===== src/hdl/octp_pkg.sv =====
// shared types, constants and helpers for the octree cell locator
`timescale 1ns / 1ps

package octp_pkg;

  localparam int unsigned MAX_LEVELS = 9;
  localparam int unsigned FRAC_BITS  = 16;

  localparam int unsigned LVL_W    = 4;
  localparam int unsigned GRID_W   = MAX_LEVELS - 1;
  localparam int unsigned CODE_W   = 3 * GRID_W;
  localparam int unsigned WIDE_W   = (CODE_W > 25) ? CODE_W : 25;
  localparam int unsigned GFULL_W  = (GRID_W > 8) ? GRID_W : 8;
  localparam int unsigned WHOLE_W  = 64 - 2 * FRAC_BITS;
  localparam int unsigned DIFF_W   = 33;
  localparam int unsigned IN_W     = 104;
  localparam int unsigned OUT_W    = 80;
  localparam int unsigned CFG_IDX_W = 3;

  localparam int unsigned FIFO_DEPTH = 4;
  localparam int unsigned FIFO_PTR_W = $clog2(FIFO_DEPTH);
  localparam int unsigned FIFO_CNT_W = $clog2(FIFO_DEPTH + 1);

  localparam logic [31:0]      RECIP_ONE = 32'(1) << FRAC_BITS;
  localparam logic [LVL_W-1:0] LC_RESET  = LVL_W'(9);
  localparam logic [LVL_W-1:0] LC_MAX    = LVL_W'(MAX_LEVELS);

  typedef enum logic [CFG_IDX_W-1:0] {
    CFG_MIN_X       = 3'd0,
    CFG_MIN_Y       = 3'd1,
    CFG_MIN_Z       = 3'd2,
    CFG_RECIP_X     = 3'd3,
    CFG_RECIP_Y     = 3'd4,
    CFG_RECIP_Z     = 3'd5,
    CFG_LEVEL_COUNT = 3'd6
  } cfg_idx_e;

  typedef enum logic [1:0] {
    ST_OK        = 2'd0,
    ST_CLAMPED   = 2'd1,
    ST_BAD_LEVEL = 2'd2
  } status_e;

  typedef struct packed {
    logic signed [31:0] min_x;
    logic signed [31:0] min_y;
    logic signed [31:0] min_z;
    logic [31:0]        recip_x;
    logic [31:0]        recip_y;
    logic [31:0]        recip_z;
    logic [LVL_W-1:0]   level_count;
  } cfg_t;

  // one classified point waiting for the back end
  typedef struct packed {
    logic signed [DIFF_W-1:0] diff_x;
    logic signed [DIFF_W-1:0] diff_y;
    logic signed [DIFF_W-1:0] diff_z;
    logic [LVL_W-1:0]         level;
    logic [LVL_W-1:0]         shift;
    logic                     bad;
  } entry_t;

  typedef struct packed {
    logic valid;
    logic full;
  } fifo_stat_t;

  // (8^level - 1) / 7 is one set bit in every triple below the level
  function automatic logic [WIDE_W-1:0] level_base(input logic [LVL_W-1:0] level);
    logic [WIDE_W-1:0] b;
    b = '0;
    for (int unsigned i = 0; i < GRID_W; i++) begin
      if (LVL_W'(i) < level) begin
        b[3*i] = 1'b1;
      end
    end
    return b;
  endfunction

endpackage


===== src/hdl/octp_fifo.sv =====
// short queue between the front and back ends
`timescale 1ns / 1ps

module octp_fifo (
  input  logic                 clk_i,
  input  logic                 rst_ni,
  input  logic                 push_i,
  input  octp_pkg::entry_t     entry_i,
  input  logic                 pop_i,
  output octp_pkg::fifo_stat_t stat_o,
  output octp_pkg::entry_t     entry_o
);

  octp_pkg::entry_t                  mem_q [octp_pkg::FIFO_DEPTH];
  logic [octp_pkg::FIFO_PTR_W-1:0]   wr_ptr_q, wr_ptr_d;
  logic [octp_pkg::FIFO_PTR_W-1:0]   rd_ptr_q, rd_ptr_d;
  logic [octp_pkg::FIFO_CNT_W-1:0]   count_q, count_d;

  assign stat_o.valid = (count_q != '0);
  assign stat_o.full  = (count_q == octp_pkg::FIFO_CNT_W'(octp_pkg::FIFO_DEPTH));
  assign entry_o      = mem_q[rd_ptr_q];

  always_comb begin
    wr_ptr_d = push_i ? wr_ptr_q + octp_pkg::FIFO_PTR_W'(1) : wr_ptr_q;
    rd_ptr_d = pop_i  ? rd_ptr_q + octp_pkg::FIFO_PTR_W'(1) : rd_ptr_q;
    count_d  = count_q;
    if (push_i && !pop_i) begin
      count_d = count_q + octp_pkg::FIFO_CNT_W'(1);
    end else if (pop_i && !push_i) begin
      count_d = count_q - octp_pkg::FIFO_CNT_W'(1);
    end
  end

  always_ff @(posedge clk_i or negedge rst_ni) begin
    if (!rst_ni) begin
      wr_ptr_q <= '0;
      rd_ptr_q <= '0;
      count_q  <= '0;
    end else begin
      wr_ptr_q <= wr_ptr_d;
      rd_ptr_q <= rd_ptr_d;
      count_q  <= count_d;
    end
  end

  always_ff @(posedge clk_i) begin
    if (push_i) begin
      mem_q[wr_ptr_q] <= entry_i;
    end
  end

  a_no_overflow: assert property (@(posedge clk_i) disable iff (!rst_ni)
    count_q <= octp_pkg::FIFO_CNT_W'(octp_pkg::FIFO_DEPTH))
    else $error("queue count beyond depth");

  a_no_underflow: assert property (@(posedge clk_i) disable iff (!rst_ni)
    pop_i |-> count_q != '0)
    else $error("pop from empty queue");

endmodule


===== config.mk =====
export PLATFORM = sky130hd
export DESIGN_NAME = octp_fifo
export DESIGN_NICKNAME = d
export VERILOG_FILES = /design/src/hdl/octp_pkg.sv /design/src/hdl/octp_fifo.sv
export SDC_FILE = /design/constraint.sdc
export NUM_CORES = 1
export LEC_CHECK = 0
export BUFFER_PORTS_ARGS = -buffer_cell sky130_fd_sc_hd__buf_2
export CORE_ASPECT_RATIO = 0.7
export CORE_MARGIN = 1.5
export CORE_UTILIZATION = 50
export DETAILED_ROUTE_END_ITERATION = 10
export HOLD_SLACK_MARGIN = 0.15
export PLACE_DENSITY_LB_ADDON = 0.2
export SLEW_MARGIN = 10
export SYNTH_ARGS = -nofsm -noshare
export SYNTH_HDL_FRONTEND = slang
export SYNTH_SLANG_ARGS = --single-unit

===== constraint.sdc =====
create_clock -name clk_i -period 3.9 [get_ports clk_i]
set_clock_uncertainty 0.1 [all_clocks]
set_input_delay 0.195 -clock clk_i [delete_from_list [all_inputs] [get_ports clk_i]]
set_output_delay 0.195 -clock clk_i [all_outputs]
set_load 0.02 [all_outputs]

==> metrics <==
worst setup margin=1.069 ns; Clk Latency, worst-skew pair=0.54 ns; maximum vdd drop=0.6434 mV; CP Capture Type=output pin; # fillers=2116; Final Max Tran Viols=0; global-route wire length before repair=49060 um; Clk Tree Root Cell=clkbuf_16; part of the power in registers=43.6%; I/O pins=222; Starting Density=51.12%; total negative slack=0 ns; CP arrival=2.54 ns; Post-synth top cells=edfxtp_1 (432), mux4_2 (108), buf_6 (11), buf_2 (9), dfrtp_1 (7); H-tree levels=2; sequential cell area fraction in the yosys report=82.22%; Clock Tree Buf Depth=3; Yosys reg bits=439; Max-slew headroom=38.59%; Final ANT Viol Nets=0; LEAKAGE=6.916 nW; Least-Margin Pin Slew=0.9212 ns; largest net degree at the start of global routing=61; Final Hold Fails=0; Clock Power Share=25.3%; synthesized net count=716; DPL Wire Length=18520 um; Async SR Flop Fraction=1.595%; Synth warnings=0; number of synthesized flops with an enable pin=432; P per Cell Area=748.5 mW/mm^2; share of cells above drive strength 1=40.76%; Max Cap Violations=0; Fin Hold WS=0.2977 ns; Placement Setup Slack=1.533 ns; Die Y=152.6 um; Synth area leader=edfxtp_1; final net count=1082; RSZ-0062 raised after global routing=no; GR Overflow Total=0; Final Cycle Share=72.59%; Synth Flop Type=edfxtp_1; Placer Congestion=0.7525; HP Class=input port to register; Die Wd=216.8 um; R2R Path Start=wr_ptr_q[1]; net load switching power=4.730 mW; Num CTS Buffers=42; Comb pwr share=31.1%; gr usage total=19.68%; Die Area=0.03308 mm^2; outcome=finished, final reports clean; synthesis-to-layout area growth=25.29%; synthesized area=0.01599 mm^2; DRT iter0 DRCs=528; f_max=353.2 MHz; Setup Viol. Count Final=0; Final min period=2.831 ns; Critical Path RT=3.61 ns; placed cells=1228; initial antenna violation count=3; routed vias/inst=5.391; most common cell in the netlist=edfxtp_1; Sink Count=439; Worst-path clk slew=0.06 ns; critical path peak fanout=48; Worst Hold Launch=entry_i[105]; FP Rows=54; Core Area=0.03128 mm^2; DRT Pass-1 Iters=4; final cell count without fillers=1418; final core utilization=64.05%; internal power=10.27 mW; Worst Setup SP=rd_ptr_q[1]; routed wire length=31690 um; IO buf count=221; syn_area_per_cell=26.74 um^2; top cells by area, synth=edfxtp_1 (81%), mux4_2 (15%), dfrtp_1 (1.1%); post-DR wirelength/cell=22.35 um; critical path type=register to output pin; Residual DRC=0; switching share of power=31.54%; Yosys cell types=20; vias in the first global route=8420; Post-CTS Resized=0; Mapped Cells=598; CTS tree=built; startpoint types=register; Yosys top cell area share=81.12%; Vias=7644
==> worst max-delay path: stages (launching register included) <==
cell and delay [ns]:
dfrtp_4 0.93, buf_4 0.46, mux4_2 0.41, buf_2 0.19
==> through the flow <==
stage          cell area (um^2)  total power, mW
3_5_place_dp              17630            11.31
3_3_place_gp              17630            11.18
4_1_cts                   20030            15.21
5_1_grt                   20030            15.67
6_report                  20040            15.00
2_1_floorplan             15990            9.817
==> path summary, 6_finish.rpt <==
path                            slack [ns]  cells past startpoint             to
worst max register to register        1.57                      4   mem_q[1][58]
max in group asynchronous             2.90                      3    rd_ptr_q[0]
min in group asynchronous             0.52                      3    rd_ptr_q[1]
worst min register to register        0.40                      1     count_q[2]
worst max-delay path                  1.07                      3    entry_o[81]
worst min-delay path                  0.30                      2  mem_q[3][105]
==> power by group through the flow <==
stage,clock network [mW],logic [mW],registers [mW]
floorplan,0,3.34,6.48
global placement,0,4.59,6.59
detailed placement,0,4.65,6.66
CTS,3.89,4.76,6.56
global route,4.06,4.99,6.63
finish,3.79,4.66,6.54
==> flip-flops by register name, indices dropped and copies added, names as in the netlist <==
signal,flops
count_q,3
rd_ptr_q,2
mem_q,432
wr_ptr_q,2
==> kinds of logic (layout without fill, tap and decap cells) <==
kind of cell / count (synthesis) / in the layout / synth area share (%)
flops: 439 / 439 / 82.22
buf+inv: 28 / 426 / 1.314
mux: 109 / 109 / 15.28
simple gates: 9 / 9 / 0.3130
xor+xnor: 6 / 6 / 0.3286
fa+ha+maj: 6 / 6 / 0.5164
other cells: 0 / 2 / 0
compound gates: 1 / 1 / 0.03127
==> cells in the final DEF (no fill, tap or decap), types with 2 or more instances in the layout <==
| master | netlist | final |
|---|---|---|
| nand2_1 | 2 | 2 |
| mux4_2 | 108 | 108 |
| xnor2_1 | 2 | 2 |
| buf_12 | 0 | 7 |
| inv_1 | 4 | 4 |
| xor2_1 | 4 | 4 |
| clkbuf_1 | 1 | 7 |
| edfxtp_1 | 432 | 432 |
| diode_2 | 0 | 2 |
| dfrtp_4 | 0 | 2 |
| and2_4 | 0 | 4 |
| dlygate4sd3_1 | 0 | 112 |
| inv_6 | 0 | 2 |
| bufinv_16 | 0 | 2 |
| buf_4 | 2 | 6 |
| buf_2 | 9 | 221 |
| clkbuf_16 | 0 | 43 |
| dfrtp_1 | 7 | 5 |
| clkinv_2 | 0 | 9 |
| clkinv_1 | 0 | 12 |
| ha_1 | 5 | 5 |
==> routing by layer <==
metal / vias up / wire length (um) / GRT usage (%)
met3: 33 / 2243 / 5.170
met1: 4044 / 13390 / 26.90
met2: 236 / 15660 / 32.20
li1: 3329 / - / -
met4: 2 / 377 / 4.464
met5: - / 15 / 0
==> final cells by class <==
| class | instances | area, um^2 | share of cell area [%] |
|---|---|---|---|
| inverter | 4 | 15.01 | 0.07494 |
| antenna | 2 | 5.005 | 0.02498 |
| multi-input combinational | 131 | 2644 | 13.20 |
| clock buffer | 50 | 1102 | 5.502 |
| sequential | 439 | 13160 | 65.66 |
| tap | 420 | 525.5 | 2.623 |
| timing repair buffer | 346 | 2412 | 12.04 |
| clock inverter | 26 | 176.4 | 0.8805 |
==> repair_timing <==
action | 4_1_cts | 5_1_grt
hold buffers | 112 | 0
endpoints found under the hold margin | 445 | 0
setup buffers | 0 | 0
setup endpoints to repair | 0 | 0
Note: power is estimated with default switching activity, not from simulation.
