==> config.mk <==
export PLATFORM = sky130hd
export DESIGN_NAME = octp_front
export DESIGN_NICKNAME = d
export VERILOG_FILES = /design/src/hdl/octp_pkg.sv /design/src/hdl/octp_front.sv
export SDC_FILE = /design/constraint.sdc
export NUM_CORES = 1
export LEC_CHECK = 0
export BUFFER_PORTS_ARGS = -buffer_cell sky130_fd_sc_hd__buf_2
export CORE_AREA = 10 10 151 153
export DETAILED_ROUTE_END_ITERATION = 8
export DIE_AREA = 0 0 161 163
export GPL_TIMING_DRIVEN = 0
export PLACE_DENSITY = 0.71
export SLEW_MARGIN = 15
export SYNTH_ARGS = -nofsm -noshare
export SYNTH_HDL_FRONTEND = slang
export SYNTH_SLANG_ARGS = --single-unit
==> constraint.sdc <==
create_clock -name vclk -period 3.2
set_input_delay 0.32 -clock vclk [all_inputs]
set_output_delay 0.32 -clock vclk [all_outputs]
set_load 0.01 [all_outputs]
==> src/hdl/octp_pkg.sv <==
// shared types, constants and helpers for the octree cell locator
`timescale 1ns / 1ps

package octp_pkg;

  localparam int unsigned MAX_LEVELS = 9;
  localparam int unsigned FRAC_BITS  = 16;

  localparam int unsigned LVL_W    = 4;
  localparam int unsigned GRID_W   = MAX_LEVELS - 1;
  localparam int unsigned CODE_W   = 3 * GRID_W;
  localparam int unsigned WIDE_W   = (CODE_W > 25) ? CODE_W : 25;
  localparam int unsigned GFULL_W  = (GRID_W > 8) ? GRID_W : 8;
  localparam int unsigned WHOLE_W  = 64 - 2 * FRAC_BITS;
  localparam int unsigned DIFF_W   = 33;
  localparam int unsigned IN_W     = 104;
  localparam int unsigned OUT_W    = 80;
  localparam int unsigned CFG_IDX_W = 3;

  localparam int unsigned FIFO_DEPTH = 4;
  localparam int unsigned FIFO_PTR_W = $clog2(FIFO_DEPTH);
  localparam int unsigned FIFO_CNT_W = $clog2(FIFO_DEPTH + 1);

  localparam logic [31:0]      RECIP_ONE = 32'(1) << FRAC_BITS;
  localparam logic [LVL_W-1:0] LC_RESET  = LVL_W'(9);
  localparam logic [LVL_W-1:0] LC_MAX    = LVL_W'(MAX_LEVELS);

  typedef enum logic [CFG_IDX_W-1:0] {
    CFG_MIN_X       = 3'd0,
    CFG_MIN_Y       = 3'd1,
    CFG_MIN_Z       = 3'd2,
    CFG_RECIP_X     = 3'd3,
    CFG_RECIP_Y     = 3'd4,
    CFG_RECIP_Z     = 3'd5,
    CFG_LEVEL_COUNT = 3'd6
  } cfg_idx_e;

  typedef enum logic [1:0] {
    ST_OK        = 2'd0,
    ST_CLAMPED   = 2'd1,
    ST_BAD_LEVEL = 2'd2
  } status_e;

  typedef struct packed {
    logic signed [31:0] min_x;
    logic signed [31:0] min_y;
    logic signed [31:0] min_z;
    logic [31:0]        recip_x;
    logic [31:0]        recip_y;
    logic [31:0]        recip_z;
    logic [LVL_W-1:0]   level_count;
  } cfg_t;

  // one classified point waiting for the back end
  typedef struct packed {
    logic signed [DIFF_W-1:0] diff_x;
    logic signed [DIFF_W-1:0] diff_y;
    logic signed [DIFF_W-1:0] diff_z;
    logic [LVL_W-1:0]         level;
    logic [LVL_W-1:0]         shift;
    logic                     bad;
  } entry_t;

  typedef struct packed {
    logic valid;
    logic full;
  } fifo_stat_t;

  // (8^level - 1) / 7 is one set bit in every triple below the level
  function automatic logic [WIDE_W-1:0] level_base(input logic [LVL_W-1:0] level);
    logic [WIDE_W-1:0] b;
    b = '0;
    for (int unsigned i = 0; i < GRID_W; i++) begin
      if (LVL_W'(i) < level) begin
        b[3*i] = 1'b1;
      end
    end
    return b;
  endfunction

endpackage

==> src/hdl/octp_front.sv <==
// front end: takes points, offsets them by the box minimum and checks the level
`timescale 1ns / 1ps

module octp_front (
  input  logic [octp_pkg::IN_W-1:0] s_axis_tdata,  // point_x, point_y, point_z, tree_level
  input  logic                      s_axis_tvalid,
  output logic                      s_axis_tready,
  input  octp_pkg::cfg_t            cfg_i,
  input  octp_pkg::fifo_stat_t      fifo_stat_i,
  output logic                      push_o,
  output octp_pkg::entry_t          entry_o
);

  logic signed [31:0]           px, py, pz;
  logic [octp_pkg::LVL_W-1:0]   level;
  logic [octp_pkg::LVL_W-1:0]   lc_eff;

  assign px    = s_axis_tdata[31:0];
  assign py    = s_axis_tdata[63:32];
  assign pz    = s_axis_tdata[95:64];
  assign level = s_axis_tdata[96 +: octp_pkg::LVL_W];

  assign s_axis_tready = !fifo_stat_i.full;
  assign push_o        = s_axis_tvalid && !fifo_stat_i.full;

  always_comb begin
    if (cfg_i.level_count == '0 || cfg_i.level_count > octp_pkg::LC_MAX) begin
      lc_eff = octp_pkg::LC_MAX;
    end else begin
      lc_eff = cfg_i.level_count;
    end
    entry_o.diff_x = {px[31], px} - {cfg_i.min_x[31], cfg_i.min_x};
    entry_o.diff_y = {py[31], py} - {cfg_i.min_y[31], cfg_i.min_y};
    entry_o.diff_z = {pz[31], pz} - {cfg_i.min_z[31], cfg_i.min_z};
    entry_o.level  = level;
    entry_o.bad    = (level >= lc_eff);
    entry_o.shift  = entry_o.bad ? '0 : (lc_eff - octp_pkg::LVL_W'(1) - level);
  end

endmodule

==> results.sh <==
export IMPL_worst_pin_slew_ps=517.9
export IMPL_whs_path_depth=3
export IMPL_placedCellCount=1503
export IMPL_fillers=2137
export IMPL_grt_max_degree=11
export IMPL_ir_drop_mv=0.1388
export IMPL_critical_path_class="primary input to output port"
export IMPL_p_total_w=0.001884
export IMPL_dieArea_sq_mm=0.02624
export IMPL_combinationalPowerShare_pct=100.0
export IMPL_post_route_util_pct=40.51
export IMPL_synthDistinctLibCells=77
export IMPL_p_leak_nw=4.366
export IMPL_drv_slew=0
export IMPL_crit_family="compound AO/OA/AOI/OAI gates"
export IMPL_setup_slack_ps=101.6
export IMPL_finalCritPeriodShare_pct=96.82
export IMPL_vias=7525
export IMPL_fmax_mhz=322.7
export IMPL_maxSlewHeadroom_pct=65.11
export IMPL_syn_nets=1329
export IMPL_synth_top_family_by_area="compound AO/OA/AOI/OAI gates"
export IMPL_status="finished, final reports clean"
export IMPL_viasPerCell=4.983
export IMPL_hold_class="primary input to output port"
export IMPL_min_to="s_axis_tready"
export IMPL_drt_total_wl_mm=23.13
export IMPL_min_delay_start="fifo_stat_i[0]"
export IMPL_preCtsSetupSlack_ps=-107.6
export IMPL_avgSynthCellArea_sq_um=6.514
export IMPL_crit_buf_inv=4
export IMPL_chipWidth_um=161
export IMPL_drc_errors=0
export IMPL_register_area_sq_um=0
export IMPL_fp_dieH_um=163
export IMPL_synth_mux_area_share_pct=0.1668
export IMPL_row_count=52
export IMPL_intPower_w=0.0008052
export IMPL_grt_ovfl_total=0
export IMPL_n_clock_buffer=0
export IMPL_p_sw_share_pct=57.27
export IMPL_grt_pass1_wl_mm=35.76
export IMPL_seq_cells=0
export IMPL_antenna_found_initial=7
export IMPL_worstPathMaxFanout=4
export IMPL_multi_input_area_sq_mm=0.005474
export IMPL_synth_compound_area_share_pct=32.97
export IMPL_seqPwrFrac_pct=0
export IMPL_start_util_pct=30.13
export IMPL_routabilityCongestion=0.9238
export IMPL_worstPathRequired_ps=2880
export IMPL_drive_above_1_share_pct=30.15
export IMPL_stdcell_count=1510
export IMPL_fin_crit_ps=3098
export IMPL_yosysWarnings=0
export IMPL_crit_chain="buf_2 -> inv_1 -> ha_1 -> nor2b_1 -> o31a_1 -> o211ai_2 -> o211ai_1 -> buf_4 -> nand3_1 -> nand4_1 -> o41ai_2 -> xnor2_1 -> buf_2"
export IMPL_wl_per_cell_um=15.32
export IMPL_syn2layout_area_growth_pct=34.43
export IMPL_antenna_left=0
export IMPL_netlist_area_sq_mm=0.006000
export IMPL_port_buffers=312
export IMPL_grt_pass1_vias=7381
export IMPL_ioPinCount=413
export IMPL_drtIter0Drc=444
export IMPL_dp_hpwl_mm=20.48
export IMPL_p_per_area_mw_per_mm2=233.6
export IMPL_grt_usage_pct=15.73
export IMPL_clkPwrFrac_pct=0
export IMPL_synthAdderAreaFrac_pct=22.40
export IMPL_layout_nets=1647
export IMPL_cpMostUsedCell="buf_2"
export IMPL_hold_viol=0
export IMPL_worstSetupEndpointType="output port"
export IMPL_crit_slowest_cell="o31a_1"
export IMPL_cp_start_kind="primary input"
export IMPL_setup_tns_final_ps=0
export IMPL_yosysSeqAreaShare_pct=0
export IMPL_worstPathArrival_ps=2780
export IMPL_core_area_sq_mm=0.01991
export IMPL_synth_cells=921
export IMPL_rsz0062_at_grt="true"
export IMPL_cpPeakStageDelay_ps=330
export IMPL_synth_xor_area_share_pct=12.26
export IMPL_drtPass1Iterations=6
export IMPL_switchingPower_w=0.001079
export IMPL_setup_viol=0
export IMPL_cap_viol_max_count=0
export IMPL_synth_simple_area_share_pct=21.54
-- worst max path at each step --
| stage | from | end | slack (ps) | cells after the start |
|---|---|---|---|---|
| 6_report | cfg_i[134] | entry_o[72] | 100 | 13 |
| 5_1_grt | s_axis_tdata[0] | entry_o[107] | -30 | 13 |
| 4_1_cts | s_axis_tdata[64] | entry_o[31] | 20 | 13 |
| 3_5_place_dp | s_axis_tdata[64] | entry_o[31] | -110 | 13 |
| 3_3_place_gp | s_axis_tdata[0] | entry_o[107] | -90 | 13 |
| 2_1_floorplan | s_axis_tdata[64] | entry_o[31] | 440 | 11 |
-- final cells by class --
type,instances,area share [%]
buffer,29,1.644
inverter,131,6.097
multi-input combinational,757,67.87
timing repair buffer,320,20.11
antenna,3,0.09308
tap,270,4.189
-- metal layers --
layer	global-route usage, %	vias to the layer above	wire length, um
met5	0	-	57
met4	1.323	8	182
met2	29.29	243	11570
met1	18.30	3368	9616
li1	-	3884	-
met3	4.019	22	1706
-- metrics by stage --
stage          instance area, sq um  hold WS (ps)
5_1_grt                        8058         895.0
3_5_place_dp                   7899         884.6
6_report                       8065         885.4
3_3_place_gp                   7899         881.8
4_1_cts                        7930         885.1
2_1_floorplan                  6000         683.5
-- power by group through the flow --
stage                    Clock [W]  Sequential [W]  Combinational, W
CTS                              0               0           0.00185
finish              0.000000000125               0           0.00188
global placement                 0               0           0.00182
detailed placement               0               0           0.00183
global route                     0               0           0.00208
floorplan                        0               0           0.00116
-- cells in the final DEF (no fill, tap or decap), types with 18 or more instances in the layout --
master and instances:
a21o_1 36, a21oi_1 96, buf_2 318, clkbuf_1 18
ha_1 101, inv_1 131, nand2_1 81, nand2b_1 21
nand3_1 19, nor2_1 71, o21ai_0 49, xnor2_1 58
xor2_1 26
-- tightest hold or removal path: cells and delay by family --
kind / cells / cell delay [ps]
buffers and inverters: 3 / 250
-- timing repair --
action / in CTS / in global routing
endpoints found under the hold margin: 0 / 0
gates resized for setup: 5 / 19
gates cloned: 0 / 0
endpoints found under the setup margin: 4 / 20
hold buffers: 0 / 0
pin swaps: 1 / 13
buffers inserted: 1 / 7
-- synthesized netlist by cell type (4+ instances only) --
| cell | n | area [sq um] |
|---|---|---|
| o2111ai_1 | 7 | 61.31 |
| o211ai_1 | 11 | 82.58 |
| nor2b_1 | 10 | 62.56 |
| a211o_1 | 6 | 52.55 |
| o21ai_0 | 52 | 260.3 |
| xor2_1 | 26 | 227.7 |
| and2_1 | 9 | 56.30 |
| o31ai_1 | 4 | 30.03 |
| o41ai_1 | 4 | 35.03 |
| nand2b_1 | 21 | 131.4 |
| a21oi_1 | 101 | 505.5 |
| nand2_1 | 81 | 304.0 |
| buf_4 | 4 | 30.03 |
| or3_1 | 5 | 31.28 |
| clkbuf_1 | 21 | 78.83 |
| nor2_1 | 72 | 270.3 |
| ha_1 | 101 | 1264 |
| nand4_1 | 17 | 106.4 |
| o21a_1 | 14 | 105.1 |
| xnor2_1 | 58 | 508.0 |
| o21bai_1 | 5 | 37.54 |
| fa_1 | 4 | 80.08 |
| a21o_1 | 36 | 270.3 |
| inv_1 | 131 | 491.7 |
| a31oi_1 | 7 | 43.79 |
| a211oi_1 | 5 | 37.54 |
| nand3_1 | 19 | 95.09 |
| buf_2 | 6 | 30.03 |
| nor3_1 | 13 | 65.06 |
-- cells by family (layout without fill, tap and decap cells) --
| group | after synthesis | in the layout |
|---|---|---|
| AOI/OAI and AO/OA | 299 | 299 |
| other | 0 | 3 |
| and+or+nand+nor | 268 | 268 |
| muxes | 1 | 1 |
| adders and majority gates | 105 | 105 |
| buffers and inverters | 164 | 480 |
| xor gates and xnor gates | 84 | 84 |
(Power assumes the default switching activity.)
